File: src/hdl/vpfe_divider.sv
module vpfe_divider #(
   parameter int NW = 26,
   parameter int DW = 7
) (
   input  logic          clock,
   input  logic          reset,
   input  logic          start,
   input  logic [NW-1:0] dividend,
   input  logic [DW-1:0] divisor,
   output logic          done,
   output logic [NW-1:0] quotient
);
   localparam int CNTW = $clog2(NW + 1);

   logic            busy_ff, busy_in;
   logic            done_ff, done_in;
   logic [CNTW-1:0] cnt_ff, cnt_in;
   logic [DW-1:0]   rem_ff, rem_in;
   logic [NW-1:0]   quo_ff, quo_in;
   logic [DW-1:0]   dvs_ff, dvs_in;
   logic [DW:0]     rem_sh;
   logic            ge;

   // One quotient bit per cycle, restoring
   assign rem_sh = {rem_ff, quo_ff[NW-1]};
   assign ge     = rem_sh >= {1'b0, dvs_ff};

   always_comb begin
      busy_in = busy_ff;
      done_in = 1'b0;
      cnt_in  = cnt_ff;
      rem_in  = rem_ff;
      quo_in  = quo_ff;
      dvs_in  = dvs_ff;
      if (start) begin
         busy_in = 1'b1;
         cnt_in  = CNTW'(NW);
         rem_in  = '0;
         quo_in  = dividend;
         dvs_in  = divisor;
      end else if (busy_ff) begin
         rem_in = ge ? DW'(rem_sh - {1'b0, dvs_ff}) : rem_sh[DW-1:0];
         quo_in = {quo_ff[NW-2:0], ge};
         cnt_in = cnt_ff - CNTW'(1);
         if (cnt_ff == CNTW'(1)) begin
            busy_in = 1'b0;
            done_in = 1'b1;
         end
      end
   end

   always_ff @(posedge clock) begin
      if (reset) begin
         busy_ff <= 1'b0;
         done_ff <= 1'b0;
         cnt_ff  <= '0;
      end else begin
         busy_ff <= busy_in;
         done_ff <= done_in;
         cnt_ff  <= cnt_in;
      end
      rem_ff <= rem_in;
      quo_ff <= quo_in;
      dvs_ff <= dvs_in;
   end

   assign done     = done_ff;
   assign quotient = quo_ff;

endmodule

File: config.mk
export PLATFORM = sky130hd
export DESIGN_NAME = vpfe_divider
export DESIGN_NICKNAME = d
export VERILOG_FILES = /design/src/hdl/vpfe_divider.sv
export SDC_FILE = /design/constraint.sdc
export NUM_CORES = 1
export LEC_CHECK = 0
export BUFFER_PORTS_ARGS = -buffer_cell sky130_fd_sc_hd__buf_4
export CORE_MARGIN = 4
export CORE_UTILIZATION = 52
export DETAILED_ROUTE_END_ITERATION = 8
export PLACE_DENSITY = 0.85
export SLEW_MARGIN = 10
export SYNTH_ARGS = -nofsm -noshare
export SYNTH_HDL_FRONTEND = slang
export SYNTH_SLANG_ARGS = --single-unit
File: constraint.sdc
create_clock -name clock -period 2.6 [get_ports clock]
set_clock_uncertainty 0.05 [all_clocks]
set_input_delay 0.26 -clock clock [delete_from_list [all_inputs] [get_ports clock]]
set_output_delay 0.26 -clock clock [all_outputs]
set_load 0.01 [all_outputs]
; Word-level counts from Yosys, hierarchy flattened
; Index checks and enable logic that the tools add are counted.
[totals]
regBits = 47
input_bits = 36
out_inout_bits = 27
word_cells = 24
[classes]
n_addsub = 2
n_lt_le_gt_ge = 1
eq_ne = 1
mux = 9
bitwise = 1
reduce_logical = 3
[ops]
columns = cell, n
row1 = 26-bit 2-to-1 mux, 2
row2 = 5-bit 2-to-1 mux, 2
row3 = 8-bit by 7-bit greater-or-equal comparator with 1-bit output, 1
row4 = 7-bit 2-to-1 mux, 1
row5 = 7-bit subtractor, 1
row6 = 5-bit by 1-bit equality test with 1-bit output (second input constant), 1
row7 = 5-bit by 1-bit subtractor with 5-bit output (second input constant), 1
row8 = 1-bit 2-to-1 mux, 4
row9 = 3-bit OR reduction, 1
row10 = 2-bit nonzero test, 1
row11 = 2-bit OR reduction, 1
row12 = 1-bit inverter, 1

; Logic depth before layout (Yosys ltp)
; Gate-level depths: netlist of run 1.
[logic_depth]
word_depth = 4
ltp_mapped = 8
mapped_depth_nobuf = 8

; Worst setup path before layout of run 1
; Ideal clock, no wire load.
[synth_path]
kind = register to register
from = reg quo_ff[25], in the netlist quotient[25]
to = reg rem_ff[3]
setup_time_ns = 0.073
t_arrival_ns = 2.019
required_ns = 2.477
setup_slack_ns = 0.458
stages_incl_launch_ff = 9
n_path_buf = 0
synth_period_minus_slack_ns = 2.142
cell_sequence = edfxtp_1 > inv_1 > ha_1 > fa_1 > and2b_2 > o22ai_4 > a31o_4 > a2111o_1 > o211ai_2
[synth_via]
elab_chain_cells = 2
elab_cells_between_ends = 3
classes_between = 1 x add/sub / 1 x order compare / 1 x mux
[synth_rtl]
columns = element, line_no
row1 = "start, declared", 19  ; logic [NW-1:0] quo_ff, quo_in;
row2 = "start signal, assigned", 63  ; quo_ff <= quo_in;
row3 = 7-bit subtractor or 8-bit by 7-bit greater-or-equal comparator with 1-bit output (tied branches), "42, 26"
row4 = 7-bit 2-to-1 mux *, 42  ; rem_in = ge ? DW'(rem_sh - {1'b0, dvs_ff}) : rem_sh[DW-1:0];
row5 = "end signal, assigned", 62  ; rem_ff <= rem_in;
row6 = "end, declared", 18  ; logic [DW-1:0] rem_ff, rem_in;
; Every way passes the cells marked *; elsewhere a longest branch is shown, timed or not.
; A chain may end at the register's enable or synchronous reset.

; Worst setup path in the final report of run 1
; Ends and elaborated chain as after synthesis.

==> results of run 1 <==
## flip-flops by register name, summed over array words and instances, names as in the netlist
| name | count |
|---|---|
| quotient | 26 |
| dvs_ff | 7 |
| rem_ff | 7 |
| cnt_ff | 5 |
| busy_ff | 1 |
| done | 1 |
## power by group
group | switching [µW] | internal [µW]
sequential | 38.3 | 877
clock | 256 | 248
combinational | 147 | 173
## path summary, 6_finish.rpt
path,startpoint,end,slack [ns]
max,quotient[25],rem_ff[3],0.37
max reg2reg,quotient[25],rem_ff[3],0.37
min reg2reg,rem_ff[6],rem_ff[6],0.46
min,divisor[4],dvs_ff[4],0.08
## per-stage QoR
step	power [µW]	utilization (%)	std cells	setup WS [ns]
after floorplan	1110	-	188	0.458
after global placement	1240	65.9	298	0.459
after detailed placement	1250	65.9	298	0.416
after CTS	1760	68.3	306	0.372
after global routing	1820	68.3	306	0.299
final	1740	68.3	306	0.373
## placed cells by master (no fill, tap or decap), types with 4 or more instances in the layout
cell type  Yosys  routed
mux2_2        26      26
dfxtp_1       14      14
o211ai_1       4       4
ha_1           9       9
nor3_1         8       8
a21oi_1        5       5
clkbuf_8       0       5
nand2_1       13      13
inv_1         12      12
buf_4          0      64
nor2_1        15      15
edfxtp_1      33      33
nand4_1        4       4
## critical path, stage by stage, from the launching register on
cell      delay, ns
edfxtp_1       0.40
inv_1          0.06
ha_1           0.22
fa_1           0.37
and2b_2        0.26
o22ai_4        0.10
a31o_4         0.26
a2111o_1       0.38
o211ai_2       0.06
## area by class of cell
| cell class | instances | area, µm² |
|---|---|---|
| clock buffers | 6 | 93.8 |
| clock inverters | 2 | 13.8 |
| fillers | 325 | 1380 |
| inverters | 12 | 45.0 |
| multi-input cells | 123 | 1010 |
| flip-flops and latches | 47 | 1270 |
| well taps | 52 | 65.1 |
| repair buffers | 64 | 480 |
## routing by layer
| metal | vias up | track usage [%] | wire [µm] |
|---|---|---|---|
| li1 | 819 | - | - |
| met1 | 801 | 22.3 | 1980 |
| met2 | 55 | 28.5 | 2250 |
| met3 | 8 | 7.88 | 416 |
| met4 | 0 | 7.38 | 85 |
| met5 | - | 0 | 0 |
## kinds of logic after synthesis
kind of cell    share of synthesized area, %
fa+ha+maj                               5.65
simple gates                            12.8
buf+inv                                 3.04
compound gates                          8.74
flops                                   54.1
mux                                     13.7
xor+xnor                                1.87
==> run_results.csv, run 1 <==
group,metric,value,unit
final_layout,final_cell_area,0.00298,mm²
detailed_routing,via_per_inst,5.50,
detailed_routing,wl_per_cell,15.4,µm
floorplanning,initial_utilization,53.9,%
placement,placed_area,0.00287,mm²
yosys,syn_inst,188,
yosys,netlist-cell-type-count,42,
sta,setup_tns,0,ns
power_and_ir_drop,leakage,0.00125,µW
global_route,grt_overflow,0,
final_layout,antenna_cells,0,
clock_tree,cts_tree,"yes",
setup_path,r2r_cells,8,
floorplanning,rows,24,
yosys,syn_nets,234,
clock_tree,ctsResizeCount,0,
yosys,synthArstFlopShare,0,%
detailed_routing,num_vias,1683,
floorplanning,coreArea,0.00435,mm²
clock_tree,post_cts_buffers,0,
detailed_routing,drt_iter0_markers,111,
yosys,synth_area,0.00235,mm²
sta,grt_setup_unrepaired,"false",
floorplanning,die_w,75.2,µm
detailed_routing,totalWireLength,4730,µm
clock_tree,cts_sinks,47,
detailed_routing,drtAntennaViolNets,0,
sta,final_hold_viol_count,0,
global_route,grt_pass1_wl,7620,µm
setup_path,worstPathRequired,2.79,ns
placement,routabilityCongestion,0.848,
power_and_ir_drop,p_per_area,585,mW/mm²
yosys,synth_flop_cell,"edfxtp_1",
yosys,synth_top_area_share,42.2,%
detailed_routing,route.detailed.drc,0,
floorplanning,ios,63,
power_and_ir_drop,ir_drop,510,µV
yosys,yosysWarningCount,0,
clock_tree,cts_made_buffers,5,
sta,period_share,85.7,%
detailed_routing,dr.pass1.iters,4,
yosys,synth-seq-cells,47,
yosys,synth_edf_count,33,
yosys,synth.most_common_cell,"edfxtp_1",
clock_tree,cts_root_buf,"clkbuf_8",
clock_tree,ctsHoldBuffers,0,
global_route,grt.total_usage,18.3,%
sta,hold_ws,0.0753,ns
floorplanning,fp.dieH,75.2,µm
yosys,syn_area_per_cell,12.5,µm²
clock_tree,htree_num_levels,2,
setup_path,endpoint_kind,"flip-flop",
final_layout,areaGrowthSynthToFinish,26.7,%
floorplanning,dieArea,0.00566,mm²
setup_path,criticalPathCategory,"reg -> reg",
hold_path,min_path_type,"in -> reg",
run_status,status,"finished clean",
sta,tightest_slew,0.592,ns
sta,finalMaxSlewViolations,0,
yosys,synth_area_leaders,"edfxtp_1, mux2_2, dfxtp_1",
sta,slew_headroom,60.5,%
hold_path,hold_depth,1,
flow_run,max_cap_viol_count,0,
global_route,grt_max_degree,23,
final_layout,drive_above_1_share,42.9,%
yosys,ys_seq_area_share,54.1,%
setup_path,crit_arrival,2.42,ns
sta,setup_violations,0,
sta,fmax,0.449,GHz
setup_path,path_max_fanout,6,
global_route,antenna_found_initial,0,
final_layout,final_nets,299,
clock_tree,cts.clk_slew.worst_paths,0.09,ns
yosys,yosysTopAreaCell,"edfxtp_1",
yosys,ys_top_cells_by_count,"edfxtp_1, mux2_2, nor2_1",
clock_tree,clk_latency,0.31,ns
placement,dp_hpwl,3590,µm
clock_tree,clockBufferDepth,2,
global_route,grt_pass1_vias,1675,
placement,portBuffers,62,
setup_path,start_kind,"flip-flop",
sta,period_needed,2.23,ns
(Power assumes the default switching activity.)
==> run 2, diff against run 1 <==
--- a/config.mk
+++ b/config.mk
@@ -6,10 +6,9 @@
 export NUM_CORES = 1
 export LEC_CHECK = 0
 export BUFFER_PORTS_ARGS = -buffer_cell sky130_fd_sc_hd__buf_4
-export CORE_MARGIN = 4
-export CORE_UTILIZATION = 52
+export CORE_UTILIZATION = 56
 export DETAILED_ROUTE_END_ITERATION = 8
-export PLACE_DENSITY = 0.85
+export PLACE_DENSITY = 0.9
 export SLEW_MARGIN = 10
 export SYNTH_ARGS = -nofsm -noshare
 export SYNTH_HDL_FRONTEND = slang
==> constraint.sdc (replaced) <==
create_clock -name clock -period 2.85 [get_ports clock]
set_clock_uncertainty 0.05 [all_clocks]
set_input_delay 0.285 -clock clock [delete_from_list [all_inputs] [get_ports clock]]
set_output_delay 0.285 -clock clock [all_outputs]
set_load 0.01 [all_outputs]
==> run_results.csv, run 2 (synthesis results as in run 1) <==
group,metric,value,unit
floorplanning,fp.dieH,66.8,µm
power_and_ir_drop,p_per_area,545,mW/mm²
detailed_routing,dr.pass1.iters,4,
sta,final_hold_viol_count,0,
final_layout,largest_reg_flops,26,
setup_path,r2r_slack,0.56,ns
detailed_routing,drt_iter0_markers,154,
clock_tree,cts_sinks,47,
global_route,grt_pass1_vias,1781,
sta,setup_tns,0,ns
flow_run,max_cap_viol_count,0,
placement,portBuffers,62,
clock_tree,clk_latency,0.30,ns
global_route,antenna_found_initial,0,
final_layout,final_common_cell,"buf_4",
placement,dp_hpwl,3620,µm
run_status,status,"finished clean",
clock_tree,clockBufferDepth,2,
floorplanning,rows,23,
power_and_ir_drop,leakage,0.00125,µW
sta,slew_headroom,60.9,%
setup_path,crit_arrival,2.47,ns
floorplanning,ios,63,
floorplanning,coreArea,0.00400,mm²
global_route,grt_overflow,0,
clock_tree,ctsResizeCount,0,
power_and_ir_drop,ir_drop,370,µV
clock_tree,ctsHoldBuffers,0,
sta,finalMaxSlewViolations,0,
sta,setup_violations,0,
final_layout,final_nets,299,
final_layout,mostFrequentLayoutCells,"buf_4, edfxtp_1, mux2_2",
sta,period_share,80.4,%
setup_path,path_max_fanout,6,
floorplanning,initial_utilization,58.7,%
detailed_routing,totalWireLength,4920,µm
global_route,grt.total_usage,24.7,%
clock_tree,cts_root_buf,"clkbuf_8",
placement,routabilityCongestion,0.836,
final_layout,antenna_cells,0,
detailed_routing,num_vias,1715,
detailed_routing,drtAntennaViolNets,0,
floorplanning,dieArea,0.00446,mm²
detailed_routing,wl_per_cell,16.2,µm
clock_tree,cts_made_buffers,5,
setup_path,start_kind,"flip-flop",
sta,grt_setup_unrepaired,"false",
final_layout,areaGrowthSynthToFinish,26.7,%
global_route,grt_max_degree,34,
clock_tree,post_cts_buffers,0,
final_layout,drive_above_1_share,42.5,%
final_layout,final_cells,304,
detailed_routing,route.detailed.drc,0,
floorplanning,die_w,66.8,µm
hold_path,hold_depth,1,
sta,tightest_slew,0.585,ns
placement,placed_cells,296,
setup_path,endpoint_kind,"flip-flop",
global_route,grt_pass1_wl,8050,µm
detailed_routing,via_per_inst,5.64,
hold_path,min_path_type,"in -> reg",
sta,fmax,0.436,GHz
setup_path,worstPathRequired,3.03,ns
clock_tree,cts.clk_slew.worst_paths,0.09,ns
clock_tree,htree_num_levels,2,
clock_tree,cts_tree,"yes",
setup_path,criticalPathCategory,"reg -> reg",
sta,period_needed,2.29,ns
setup_path,r2r_cells,8,
run 2: stage by stage:
step	setup slack (ns)	util [%]	total power, µW	instance area, µm²	hold slack [ns]
after floorplan	0.708	-	1010	2350	0.307
after global placement	0.714	71.6	1130	2870	0.413
after detailed placement	0.633	71.6	1140	2870	0.415
after CTS	0.581	74.4	1630	2980	0.102
after global routing	0.513	74.4	1680	2980	0.0992
final	0.559	74.4	1620	2980	0.109
run 2: metal layers:
layer  wire length (µm)  part of all wire [%]  vias up  track usage [%]
li1                   -                     -      823                -
met4                 62                   1.3        0             9.84
met1               1990                    40      820             28.9
met5                  0                     0        -                0
met2               2490                    51       66             42.0
met3                378                   7.7        6             7.36
run 2: power by group:
group | total (µW) | switching, µW | internal, µW
logic | 297 | 139 | 158
registers | 836 | 36.1 | 800
clock network | 489 | 227 | 262
run 2: worst paths after layout:
path	to	startpoint
max	rem_ff[3]	quotient[25]
min reg2reg	rem_ff[6]	rem_ff[6]
max reg2reg	rem_ff[3]	quotient[25]
min	dvs_ff[5]	divisor[5]
run 2: cell type report:
type	instances	area, µm²
Sequential cell	47	1270
Clock inverter	3	42.5
Timing Repair Buffer	64	480
Tap cell	50	62.6
Fill cell	254	1020
Clock buffer	5	68.8
Multi-Input combinational cell	123	1010
Inverter	12	45.0
run 2: critical path, stage by stage, from the launching register on:
cell and delay [ns]:
edfxtp_1 0.42, inv_1 0.07, ha_1 0.22, fa_1 0.38
and2b_2 0.27, o22ai_4 0.10, a31o_4 0.27, a2111o_1 0.38
o211ai_2 0.06
