==> config.mk <==
export PLATFORM = sky130hd
export DESIGN_NAME = vpfe_merge
export DESIGN_NICKNAME = d
export VERILOG_FILES = /design/src/hdl/vpfe_pkg.sv /design/src/hdl/vpfe_merge.sv
export SDC_FILE = /design/constraint.sdc
export NUM_CORES = 1
export LEC_CHECK = 0
export BUFFER_PORTS_ARGS = -buffer_cell sky130_fd_sc_hd__buf_2
export CORE_ASPECT_RATIO = 1.1
export CORE_MARGIN = 10
export CORE_UTILIZATION = 44
export CTS_CLUSTER_DIAMETER = 150
export CTS_CLUSTER_SIZE = 40
export DETAILED_ROUTE_END_ITERATION = 8
export PLACE_DENSITY = 0.72
export SETUP_SLACK_MARGIN = 0.05
export SYNTH_ARGS = -nofsm -noshare
export SYNTH_HDL_FRONTEND = slang
export SYNTH_SLANG_ARGS = --single-unit
==> constraint.sdc <==
create_clock -name clock -period 1.89 [get_ports clock]
set_input_delay 0.2835 -clock clock [delete_from_list [all_inputs] [get_ports clock]]
set_output_delay 0.2835 -clock clock [all_outputs]
set_load 0.01 [all_outputs]
==> src/hdl/vpfe_pkg.sv <==
package vpfe_pkg;

   // Defaults for the top-level parameters
   localparam int MAX_PMS_DEFAULT      = 64;
   localparam int AMOUNT_WIDTH_DEFAULT = 32;

   // Fixed field widths
   localparam int NUM_RES     = 5;
   localparam int CMD_W       = 2;
   localparam int INDEX_W     = 6;
   localparam int POSITION_W  = 24;
   localparam int AMOUNT_W    = 32;
   localparam int SCORE_W     = 18;
   localparam int COUNT_W     = 7;
   localparam int PM_COUNT_W  = 7;
   localparam int THR_W       = 17;
   localparam int WEIGHT_W    = 17;
   localparam int CSR_INDEX_W = 2;
   localparam int CSR_DATA_W  = 17;
   localparam int THR_SHIFT   = 16;

   localparam logic [PM_COUNT_W-1:0] PM_COUNT_RESET = 7'd64;
   localparam logic [THR_W-1:0]      THR_RESET      = 17'd32768;
   localparam logic [WEIGHT_W-1:0]   WEIGHT_RESET   = 17'd32768;
   localparam logic [COUNT_W-1:0]    COUNT_SAT      = 7'd127;
   localparam logic [SCORE_W-1:0]    SCORE_SAT      = 18'h3FFFF;

   typedef enum logic [CMD_W-1:0] {
      CMD_SET_CAPACITY = 2'd0,
      CMD_SET_BASE     = 2'd1,
      CMD_ADD_DEMAND   = 2'd2,
      CMD_EVALUATE     = 2'd3
   } cmd_type;

   typedef enum logic [CSR_INDEX_W-1:0] {
      CSR_PM_COUNT        = 2'd0,
      CSR_UTIL_THRESHOLD  = 2'd1,
      CSR_WEIGHT_ACTIVE   = 2'd2,
      CSR_WEIGHT_OVERLOAD = 2'd3
   } csr_index_type;

   typedef enum logic [2:0] {
      ST_IDLE,
      ST_ADD,
      ST_WALK,
      ST_DRAIN,
      ST_MUL,
      ST_DIV_START,
      ST_DIV,
      ST_OUT
   } state_type;

   // Write controls for one resource lane
   typedef struct packed {
      logic cap_we;
      logic base_we;
      logic load_amt_we;
      logic load_sum_we;
      logic load_base_we;
   } lane_cmd_type;

   // Per-machine findings of one resource lane
   typedef struct packed {
      logic over;
      logic nonzero;
   } lane_flags_type;

endpackage

==> src/hdl/vpfe_merge.sv <==
module vpfe_merge #(
   parameter int CW = 7
) (
   input  logic                     clock,
   input  logic                     reset,
   input  logic                     clear,
   input  logic                     valid,
   input  vpfe_pkg::lane_flags_type flags [vpfe_pkg::NUM_RES],
   output logic [CW-1:0]            active_count,
   output logic [CW-1:0]            over_count
);
   import vpfe_pkg::*;

   logic [CW-1:0] active_ff, active_in;
   logic [CW-1:0] over_ff, over_in;
   logic          any_over;

   always_comb begin
      any_over = 1'b0;
      for (int r = 0; r < NUM_RES; r++) begin
         any_over = any_over | flags[r].over;
      end
   end

   always_comb begin
      active_in = active_ff;
      over_in   = over_ff;
      if (clear) begin
         active_in = '0;
         over_in   = '0;
      end else if (valid) begin
         active_in = active_ff + CW'(flags[0].nonzero);
         over_in   = over_ff + CW'(any_over);
      end
   end

   always_ff @(posedge clock) begin
      if (reset) begin
         active_ff <= '0;
         over_ff   <= '0;
      end else begin
         active_ff <= active_in;
         over_ff   <= over_in;
      end
   end

   assign active_count = active_ff;
   assign over_count   = over_ff;

endmodule

# Word level (Yosys, flattened, before mapping)
# Cells that the tools add are included.
[classes]
n_bitwise = 4
n_addsub = 2
reduce_logical = 1
[ops]
columns = ["cell", "n"]
rows = [
  ["7-bit by 1-bit adder with 7-bit output", 2],
  ["1-bit OR", 4],
  ["2-bit OR reduction", 1],
]
[totals]
wordCells = 9
in_bits = 14
register_bits = 14
output_inout_bits = 14

# Depth between registers and ports, before layout
# Gate-level depths: netlist of run 1.
[depth]
ltp_word = 5
mapped_depth = 7
depth_no_buf = 7

# Worst setup path before layout of run 1
# Ideal clock, no wire load.
[synth_timing]
path_kind = "register to register"
startpoint = "register over_ff[0] (netlist: over_count[0])"
endpoint = "register over_ff[6] (netlist: over_count[6])"
arrival_time_ns = 1.362
path_slack_ns = 0.458
path_stages_with_launch = 6
setup_time_ns = 0.070
required_time_ns = 1.820
period_less_slack_ns = 1.432
path_cell_list = "dfxtp_1 -> ha_1 -> ha_1 -> nand4_4 -> or3_1 -> a21oi_1"
[synth_via]
elab_chain_cells = 1
[synth_lines]
columns = ["item", "line_no", "rtl"]
rows = [
  ["from (decl)", "vpfe_merge.sv:15", "logic [CW-1:0] over_ff, over_in;"],
  ["from (signal assigned)", "vpfe_merge.sv:43", "over_ff <= over_in;"],
  ["7-bit by 1-bit adder with 7-bit output", "vpfe_merge.sv:33", "over_in = over_ff + CW'(any_over);"],
]
# Every way passes these cells.
# A chain may end at the register's enable or synchronous reset.

# Final worst setup path of run 1
# Ends and elaborated chain as after synthesis.

==> results of run 1 <==
through the flow:
step	cells	hold slack (ns)	total power, mW
after floorplan	67	0.5023	0.3284
after global placement	103	0.4627	0.3390
after detailed placement	103	0.4871	0.3404
after CTS	106	0.3788	0.5007
after global routing	106	0.4195	0.5202
final	106	0.3785	0.4942
sequential cells by signal, summed over array words and instances, names as in the netlist:
name and flops:
over_count 7, active_count 7
report_power, final:
group / switching [mW] / internal, mW / total (mW)
logic: 0.0182 / 0.0157 / 0.0340
clock network: 0.0877 / 0.0736 / 0.161
registers: 0.00190 / 0.297 / 0.299
cell families (layout without fill, tap and decap cells):
family	after synthesis	in the layout	share of synthesized area (%)
adder cells (fa/ha/maj)	4	4	7.767
XOR/XNOR	6	6	8.155
AO/OA/AOI/OAI	8	8	6.214
AND/OR/NAND/NOR	28	28	25.24
multiplexers	4	4	6.214
buffers and inverters	3	26	2.913
flip-flops	14	14	43.50
worst paths after layout:
check | startpoint | endpoint | cells after the start
max | over_count[0] | over_count[6] | 5
max reg2reg | over_count[0] | over_count[6] | 5
min | flags[8] | active_count[0] | 4
min reg2reg | over_count[6] | over_count[6] | 2
final cells by class:
| class | instances | share of cell area, % |
|---|---|---|
| Multi-Input combinational cell | 50 | 44.09 |
| Tap cell | 16 | 2.556 |
| Clock buffer | 3 | 2.875 |
| Sequential cell | 14 | 35.78 |
| Timing Repair Buffer | 23 | 14.70 |
layout by cell type, fill, tap and decap left out:
master	Yosys	routed
or2_1	1	1
mux2i_1	4	4
nand2_1	7	7
nor2_1	11	11
or3_1	4	4
nand4_2	3	3
a21oi_1	4	4
nor3_1	1	1
clkbuf_4	0	3
dfxtp_1	14	14
buf_2	0	23
o21ai_0	4	4
nand4_4	1	1
xor2_1	6	6
ha_1	4	4
layer usage:
layer	part of all wire, %	global-route usage, %	routed length, um	up-vias
met1	43	8.660	574	250
li1	-	-	-	277
met4	0.68	3.093	9	0
met5	0	0	0	-
met2	49	14.42	649	13
met3	6.6	2.966	87	2
worst min-delay path, cell delays in order:
cell,delay (ns)
buf_2,0.08
ha_1,0.12
mux2i_1,0.06
nor2_1,0.07
==> flow_metrics.env, run 1 <==
export IMPL_numCtsBuffers=3
export IMPL_yosys_top_cells_count="dfxtp_1 (14), nor2_1 (11), nand2_1 (7)"
export IMPL_h_tree_depth=1
export IMPL_synth_async_reset_ratio_pct=0
export IMPL_cts_buffer_depth=2
export IMPL_criticalPathCategory="flop to flop"
export IMPL_layout_nets=110
export IMPL_yosys_warnings=0
export IMPL_clkTransAtPathRegs_ns=0.08
export IMPL_yosys_cell_types_count=15
export IMPL_antenna_cells=0
export IMPL_drv_cap=0
export IMPL_die_x_um=56.49
export IMPL_placed_area_sq_um=760.7
export IMPL_rows=14
export IMPL_endpoint_kind="flop"
export IMPL_dieArea_sq_um=3397
export IMPL_synth_area_sq_um=644.4
export IMPL_start_util_pct=46.56
export IMPL_synth_most_common_cell="dfxtp_1"
export IMPL_via_count=542
export IMPL_r2r_setup_slack_ns=0.44
export IMPL_utilization_pct=56.60
export IMPL_yosys_area_top_type="dfxtp_1"
export IMPL_period_share_pct=76.65
export IMPL_setup_tns_ns=0
export IMPL_cp_required_ns=2.09
export IMPL_fillers=136
export IMPL_p_leak_nw=0.3970
export IMPL_ys_flop_type="dfxtp_1"
export IMPL_design_area_sq_um=783.3
export IMPL_vias_per_cell=5.113
export IMPL_cts_resized=0
export IMPL_numPortBuffers=23
export IMPL_drv_slew=0
export IMPL_ir_worst_vdd_v=0.0003832
export IMPL_synth_edf_count=0
export IMPL_grt_usage_pct=8.149
export IMPL_finalClockSkew_ns=0.0006476
export IMPL_p_per_area_nw_per_um2=631.0
export IMPL_slew_headroom_pct=66.76
export IMPL_synthTopCellsByArea="dfxtp_1 (43%), xor2_1 (8.2%), ha_1 (7.8%), nor2_1 (6.4%), mux2i_1 (6.2%)"
export IMPL_ioPinCount=28
export IMPL_core_sq_um=1384
export IMPL_synth_seq_area_share_pct=43.50
export IMPL_antenna_found_initial=0
export IMPL_ctsHoldBuffers=0
export IMPL_fmax_mhz=690.3
export IMPL_syn_inst=67
export IMPL_tightest_slew_ns=0.4986
export IMPL_cts_sinks=14
export IMPL_arrival_ns=1.65
export IMPL_regArea_sq_um=280.3
export IMPL_cp_start_kind="flop"
export IMPL_dr_first_iter_drc_count=4
export IMPL_status="finished clean"
export IMPL_clock_root_buffer="clkbuf_4"
export IMPL_rsz0062_at_grt="false"
export IMPL_dr_pass1_iters=2
export IMPL_ys_seq_elements=14
export IMPL_avgSynthCellArea_sq_um=9.617
export IMPL_totalWireLength_um=1321
export IMPL_place_ws_ns=0.3311
export IMPL_cp_slowest_stage_delay_ns=0.36
export IMPL_netlist_area_leader_share_pct=43.50
export IMPL_grt_overflow=0
export IMPL_fp_dieH_um=60.14
export IMPL_worstHoldPathType="primary input to flop"
export IMPL_gp_congestion=0.6396
export IMPL_setup_viol=0
export IMPL_cpLargestDelayFamily="simple AND/OR/NAND/NOR gates"
export IMPL_routedWlPerCell_um=12.46
export IMPL_first_global_vias=562
export IMPL_grt_pass1_wl_um=2290
export IMPL_multi_input_area_sq_um=345.3
export IMPL_critPathMaxFanout=3
export IMPL_cts_tree="done"
export IMPL_cp_num_buf_inv=0
export IMPL_setup_ws_ns=0.4414
export IMPL_path_common_cell="ha_1"
export IMPL_cp_slowest_cell="dfxtp_1"
export IMPL_clock_latency_ns=0.27
export IMPL_ant_nets=0
export IMPL_grt_max_degree=15
export IMPL_final_hold_viol_count=0
export IMPL_cts_setup_buffers=0
export IMPL_place_hpwl_um=1050
export IMPL_drive_above_1_share_pct=33.33
export IMPL_syn_nets=85
export IMPL_path_cells="ha_1, ha_1, nand4_4, or3_1, a21oi_1"
export IMPL_areaGrowthSynthToFinish_pct=21.55
export IMPL_min_period_ns=1.449
export IMPL_post_route_drc_count=0
Power figures use the tool's default switching activity.
==> run 2, diff against run 1 <==
--- a/config.mk
+++ b/config.mk
@@ -5,14 +5,15 @@
 export SDC_FILE = /design/constraint.sdc
 export NUM_CORES = 1
 export LEC_CHECK = 0
+export ABC_AREA = 1
 export BUFFER_PORTS_ARGS = -buffer_cell sky130_fd_sc_hd__buf_2
 export CORE_ASPECT_RATIO = 1.1
 export CORE_MARGIN = 10
-export CORE_UTILIZATION = 44
+export CORE_UTILIZATION = 41
 export CTS_CLUSTER_DIAMETER = 150
 export CTS_CLUSTER_SIZE = 40
 export DETAILED_ROUTE_END_ITERATION = 8
-export PLACE_DENSITY = 0.72
+export PLACE_DENSITY = 0.69
 export SETUP_SLACK_MARGIN = 0.05
 export SYNTH_ARGS = -nofsm -noshare
 export SYNTH_HDL_FRONTEND = slang
==> constraint.sdc (replaced) <==
create_clock -name clock -period 1.21 [get_ports clock]
set_input_delay 0.1815 -clock clock [delete_from_list [all_inputs] [get_ports clock]]
set_output_delay 0.1815 -clock clock [all_outputs]
set_load 0.01 [all_outputs]
==> run 2 against run 1 <==
Sequential share of layout area fell by 6.7 points. Flip-flop and latch count unchanged. Largest cell class unchanged. Register-to-register slack got worse by 0.34 ns. Area after synthesis up 8.5%. First-iteration DRC count shrank 75%. Critical endpoint is now active_count[2]. Combinational power increased by 120%. Sequential power is 57% higher. Worst setup slack got worse by 0.34 ns. Largest power group unchanged.
==> flow_metrics.env, run 2 <==
export IMPL_status="finished clean"
export IMPL_post_route_drc_count=0
export IMPL_placed_area_sq_um=865.8
export IMPL_arrival_ns=1.28
export IMPL_ioPinCount=28
export IMPL_core_sq_um=1595
export IMPL_yosys_cell_types_count=15
export IMPL_period_share_pct=91.34
export IMPL_synth_edf_count=0
export IMPL_p_per_area_nw_per_um2=897.4
export IMPL_gp_congestion=0.6919
export IMPL_grt_usage_pct=8.206
export IMPL_timing_hold_ws_ns=0.2706
export IMPL_drive_above_1_share_pct=40.80
export IMPL_clock_root_buffer="clkbuf_4"
export IMPL_drv_cap=0
export IMPL_synth_seq_area_share_pct=40.07
export IMPL_cts_tree="done"
export IMPL_dr_first_iter_drc_count=1
export IMPL_power_internal_uw=683.2
export IMPL_areaGrowthSynthToFinish_pct=39.18
export IMPL_p_switching_uw=190.3
export IMPL_cp_required_ns=1.38
export IMPL_synthTopCellsByArea="dfxtp_1 (40%), nand2_1 (14%), a21oi_1 (7.2%), ha_1 (7.2%), nor2_1 (5.9%)"
export IMPL_ant_nets=0
export IMPL_final_hold_viol_count=0
export IMPL_final_common_cell="nand2_1"
export IMPL_grt_pass1_wl_um=2566
export IMPL_place_hpwl_um=1220
export IMPL_via_count=675
export IMPL_place_ws_ns=-0.1011
export IMPL_p_seq_share_pct=53.6
export IMPL_criticalPathCategory="flop to flop"
export IMPL_utilization_pct=61.02
export IMPL_avgSynthCellArea_sq_um=7.362
export IMPL_clkTransAtPathRegs_ns=0.09
export IMPL_fp_dieH_um=63.32
export IMPL_p_comb_share_pct=8.6
export IMPL_netlist_area_leader_share_pct=40.07
export IMPL_p_sw_share_pct=21.79
export IMPL_drv_slew=0
export IMPL_yosys_warnings=0
export IMPL_slew_headroom_pct=83.62
export IMPL_start_util_pct=43.84
export IMPL_cp_slowest_stage_delay_ns=0.36
export IMPL_p_leak_nw=0.4264
export IMPL_grt_max_degree=12
export IMPL_syn_inst=95
export IMPL_cp_num_buf_inv=1
export IMPL_finalClockSkew_ns=0.002156
export IMPL_setup_ws_ns=0.1048
export IMPL_cts_buffer_depth=2
export IMPL_numCtsBuffers=3
export IMPL_antenna_found_initial=0
export IMPL_syn_nets=113
export IMPL_vias_per_cell=4.754
export IMPL_grt_overflow=0
export IMPL_min_period_ns=1.105
export IMPL_cpLargestDelayFamily="flip-flops"
export IMPL_setup_tns_ns=0
export IMPL_path_cells="ha_4, ha_4, nand2_2, buf_4, o21ai_1, a21oi_1"
export IMPL_yosys_top_cells_count="nand2_1 (27), dfxtp_1 (14), nor2_1 (11)"
export IMPL_synth_area_sq_um=699.4
export IMPL_final_cell_mix="nand2_1 (27), buf_2 (23), dfxtp_1 (12), nor2_1 (11)"
export IMPL_routedWlPerCell_um=10.69
export IMPL_endpoint_kind="flop"
export IMPL_yosys_area_top_type="dfxtp_1"
export IMPL_totalWireLength_um=1518
export IMPL_rows=15
export IMPL_rsz0062_at_grt="true"
export IMPL_dr_pass1_iters=2
export IMPL_layout_nets=144
export IMPL_design_area_sq_um=973.4
export IMPL_ir_worst_vdd_v=0.0006112
export IMPL_p_clk_share_pct=37.8
export IMPL_cts_sinks=14
export IMPL_clock_latency_ns=0.27
export IMPL_dieArea_sq_um=3760
export IMPL_tightest_slew_ns=0.2457
export IMPL_h_tree_depth=1
export IMPL_worstHoldPathType="primary input to flop"
export IMPL_antenna_cells=0
export IMPL_synth_async_reset_ratio_pct=0
export IMPL_critPathMaxFanout=2
export IMPL_cp_slowest_cell="dfxtp_2"
export IMPL_ctsHoldBuffers=0
export IMPL_ys_flop_type="dfxtp_1"
export IMPL_ys_seq_elements=14
export IMPL_numPortBuffers=23
export IMPL_setup_viol=0
export IMPL_die_x_um=59.38
export IMPL_path_common_cell="ha_4"
export IMPL_fmax_mhz=904.8
export IMPL_first_global_vias=647
export IMPL_cp_start_kind="flop"
export IMPL_synth_most_common_cell="nand2_1"
==> run 2: worst paths after layout <==
check | startpoint | endpoint | slack, ns | depth (start not counted)
hold / removal | valid | active_count[0] | 0.27 | 3
setup reg to reg | active_count[0] | active_count[2] | 0.10 | 6
hold reg to reg | over_count[0] | over_count[0] | 0.50 | 2
setup / recovery | active_count[0] | active_count[2] | 0.10 | 6
==> run 2: cell families after synthesis <==
kind of cell             after synthesis  share of synthesized area (%)
buffers and inverters                 11                          7.154
adder cells (fa/ha/maj)                4                          7.156
AO/OA/AOI/OAI                         13                          9.302
flip-flops                            14                          40.07
AND/OR/NAND/NOR                       53                          36.31
==> run 2: layout make-up <==
class                           count  area [sq um]
Fill cell                         159         621.8
Multi-Input combinational cell     70         442.9
Sequential cell                    14         282.8
Timing Repair Buffer               28         156.4
Clock buffer                        4         36.28
Inverter                            9         33.78
Tap cell                           17         21.27
==> run 2: timing repair <==
item / in CTS / in global routing
setup buffers: 2 / 1
pin swaps: 1 / 3
resized for setup: 6 / 4
setup endpoints to repair: 2 / 4
==> run 2: stage by stage <==
stage               instances  power (mW)
global placement          135      0.5462
finish                    142      0.8735
global route              142      0.9111
detailed placement        135      0.5487
CTS                       141      0.8866
floorplan                  95      0.5228
==> run 2: tightest hold or removal path, delay by kind of cell <==
kind / cells / cell delay, ns
simple gates: 1 / 0.09
compound gates: 1 / 0.06
buf+inv: 1 / 0.18
==> run 2: power by group through the flow <==
| stage | Clock (mW) | Sequential [mW] | Combinational [mW] |
|---|---|---|---|
| 5_1_grt | 0.356 | 0.469 | 0.0862 |
| 3_3_place_gp | 0 | 0.478 | 0.0678 |
| 2_1_floorplan | 0 | 0.480 | 0.0427 |
| 4_1_cts | 0.344 | 0.468 | 0.0748 |
| 3_5_place_dp | 0 | 0.479 | 0.0700 |
| 6_report | 0.330 | 0.468 | 0.0752 |
==> run 2: routing by layer <==
metal	GRT usage [%]	vias up	wire length, um
met5	0	-	0
met4	4.310	0	17
met3	2.605	2	92
met2	13.41	12	760
met1	8.967	301	647
li1	-	360	-
==> run 3, diff against run 2 <==
--- a/config.mk
+++ b/config.mk
@@ -7,13 +7,15 @@
 export LEC_CHECK = 0
 export ABC_AREA = 1
 export BUFFER_PORTS_ARGS = -buffer_cell sky130_fd_sc_hd__buf_2
+export CELL_PAD_IN_SITES_DETAIL_PLACEMENT = 1
+export CELL_PAD_IN_SITES_GLOBAL_PLACEMENT = 1
 export CORE_ASPECT_RATIO = 1.1
 export CORE_MARGIN = 10
-export CORE_UTILIZATION = 41
+export CORE_UTILIZATION = 28
 export CTS_CLUSTER_DIAMETER = 150
 export CTS_CLUSTER_SIZE = 40
 export DETAILED_ROUTE_END_ITERATION = 8
-export PLACE_DENSITY = 0.69
+export PLACE_DENSITY = 0.68
 export SETUP_SLACK_MARGIN = 0.05
 export SYNTH_ARGS = -nofsm -noshare
 export SYNTH_HDL_FRONTEND = slang
==> run 3 against run 2 <==
Global-route usage shrank 0.17 points. Core utilization down 19 points. Die area up 30%. Largest cell class unchanged. Critical endpoint is now over_count[6]. Register-to-register slack barely moved. Design area shrank 0.39%. Sequential share of layout area grew 0.50 points. Total power decreased by 7.7%. Combinational power grew 3.5%.
==> flow_metrics.env, run 3 (same netlist as run 2, synthesis figures left out) <==
export IMPL_fmax_mhz=906.3
export IMPL_r2r_setup_slack_ns=0.11
export IMPL_layout_nets=143
export IMPL_post_route_drc_count=0
export IMPL_setup_ws_ns=0.1066
export IMPL_final_common_cell="nand2_1"
export IMPL_place_ws_ns=-0.1149
export IMPL_status="finished clean"
export IMPL_ant_nets=0
export IMPL_finalClockSkew_ns=0.0004549
export IMPL_rsz0062_at_grt="true"
export IMPL_areaGrowthSynthToFinish_pct=38.64
export IMPL_post_place_cells=147
export IMPL_rr_endpoint="over_count[6]"
export IMPL_ir_worst_vdd_v=0.0005217
export IMPL_stdcell_count=153
export IMPL_cp_start_kind="flop"
export IMPL_grt_max_degree=12
export IMPL_numCtsBuffers=3
export IMPL_slew_headroom_pct=82.85
export IMPL_drv_cap=0
export IMPL_cp_required_ns=1.39
export IMPL_min_period_ns=1.103
export IMPL_cp_slowest_cell="dfxtp_4"
export IMPL_antenna_cells=0
export IMPL_routedWlPerCell_um=11.41
export IMPL_grt_pass1_wl_um=3098
export IMPL_start_util_pct=30.15
export IMPL_cts_sinks=14
export IMPL_arrival_ns=1.28
export IMPL_criticalPathCategory="flop to flop"
export IMPL_power_uw=805.9
export IMPL_p_per_area_nw_per_um2=831.1
export IMPL_drv_slew=0
export IMPL_ff2ff_path_depth=7
export IMPL_numPortBuffers=23
export IMPL_place_hpwl_um=1347
export IMPL_clkTransAtPathRegs_ns=0.08
export IMPL_h_tree_depth=1
export IMPL_final_hold_viol_count=0
export IMPL_dr_pass1_iters=4
export IMPL_via_count=690
export IMPL_core_sq_um=2320
export IMPL_path_common_cell="ha_4"
export IMPL_grt_usage_pct=8.032
export IMPL_placed_area_sq_um=874.6
export IMPL_dr_first_iter_drc_count=10
export IMPL_critPathMaxFanout=4
export IMPL_ioPinCount=28
export IMPL_ctsHoldBuffers=0
export IMPL_rows=18
export IMPL_first_global_vias=705
export IMPL_cp_slowest_stage_delay_ns=0.36
export IMPL_timing_hold_ws_ns=0.2716
export IMPL_clock_latency_ns=0.28
export IMPL_cts_tree="done"
export IMPL_antenna_found_initial=0
export IMPL_gp_congestion=0.6593
export IMPL_clock_root_buffer="clkbuf_4"
export IMPL_fp_dieH_um=72.42
export IMPL_vias_per_cell=4.510
export IMPL_endpoint_kind="flop"
export IMPL_totalWireLength_um=1746
export IMPL_p_leak_nw=0.4225
export IMPL_grt_overflow=0
export IMPL_cts_buffer_depth=2
export IMPL_drive_above_1_share_pct=39.84
export IMPL_final_cell_mix="nand2_1 (27), buf_2 (23), nor2_1 (11), dfxtp_1 (11), a21oi_1 (10)"
export IMPL_period_share_pct=91.19
export IMPL_r2r_start="over_count[0]"
export IMPL_tightest_slew_ns=0.2572
export IMPL_design_area_sq_um=969.7
export IMPL_cp_startpoint="over_count[0]"
export IMPL_fillers=300
export IMPL_crit_end="over_count[6]"
export IMPL_dieArea_sq_um=4900
export IMPL_path_cells="ha_4, ha_4, nand2_4, nor2_4, nand3_2, nand2_1, nor2_1"
export IMPL_worstHoldPathType="primary input to flop"
export IMPL_die_x_um=67.66
export IMPL_setup_viol=0
-- run 3: critical path, delay by kind of cell (launching register included) --
| kind | cells | cell delay (ns) |
|---|---|---|
| adders and majority gates | 2 | 0.27 |
| and+or+nand+nor | 5 | 0.38 |
| DFF | 1 | 0.36 |
-- run 3: worst min-delay path by stage --
stage / start / to / slack, ns / cells past startpoint
2_1_floorplan: reset / over_count[0] / 0.38 / 3
3_3_place_gp: active_count[0] / active_count[0] / 0.47 / 2
3_5_place_dp: over_count[0] / over_count[0] / 0.49 / 2
4_1_cts: valid / over_count[0] / 0.26 / 3
5_1_grt: valid / over_count[0] / 0.27 / 3
6_report: valid / over_count[0] / 0.27 / 3
-- run 3: metrics by stage --
step / setup TNS (ns) / utilization [%]
6_report: 0 / 41.80
5_1_grt: 0 / 41.80
4_1_cts: 0 / 39.05
3_5_place_dp: -0.2647 / 37.70
3_3_place_gp: -0.1729 / 37.70
2_1_floorplan: 0 / -
-- run 3: what timing repair did --
action | CTS | global route
pin swaps | 0 | 2
gates resized for setup | 3 | 8
setup buffers | 0 | 3
setup endpoints to repair | 3 | 4
-- run 3: layout make-up --
cell class	instances	area [sq um]	share of cell area, %
Clock buffer	3	22.52	2.323
Inverter	9	33.78	3.484
Multi-Input combinational cell	70	444.2	45.81
Sequential cell	14	286.5	29.55
Tap cell	30	37.54	3.871
Timing Repair Buffer	27	145.1	14.97
-- run 3: metal layers --
layer  share of wire, %  global-route usage, %  wire length [um]  vias up
met5                  0                      0                 0        -
met4                2.3                  4.795                40        0
met3                8.8                  4.301               154        4
met2                 44                  12.23               763       20
met1                 45                  8.500               787      311
li1                   -                      -                 -      355
-- run 3: power breakdown --
| group | switching (mW) | internal, mW |
|---|---|---|
| Combinational | 0.0408 | 0.0370 |
| Sequential | 0.00373 | 0.463 |
| Clock | 0.146 | 0.115 |
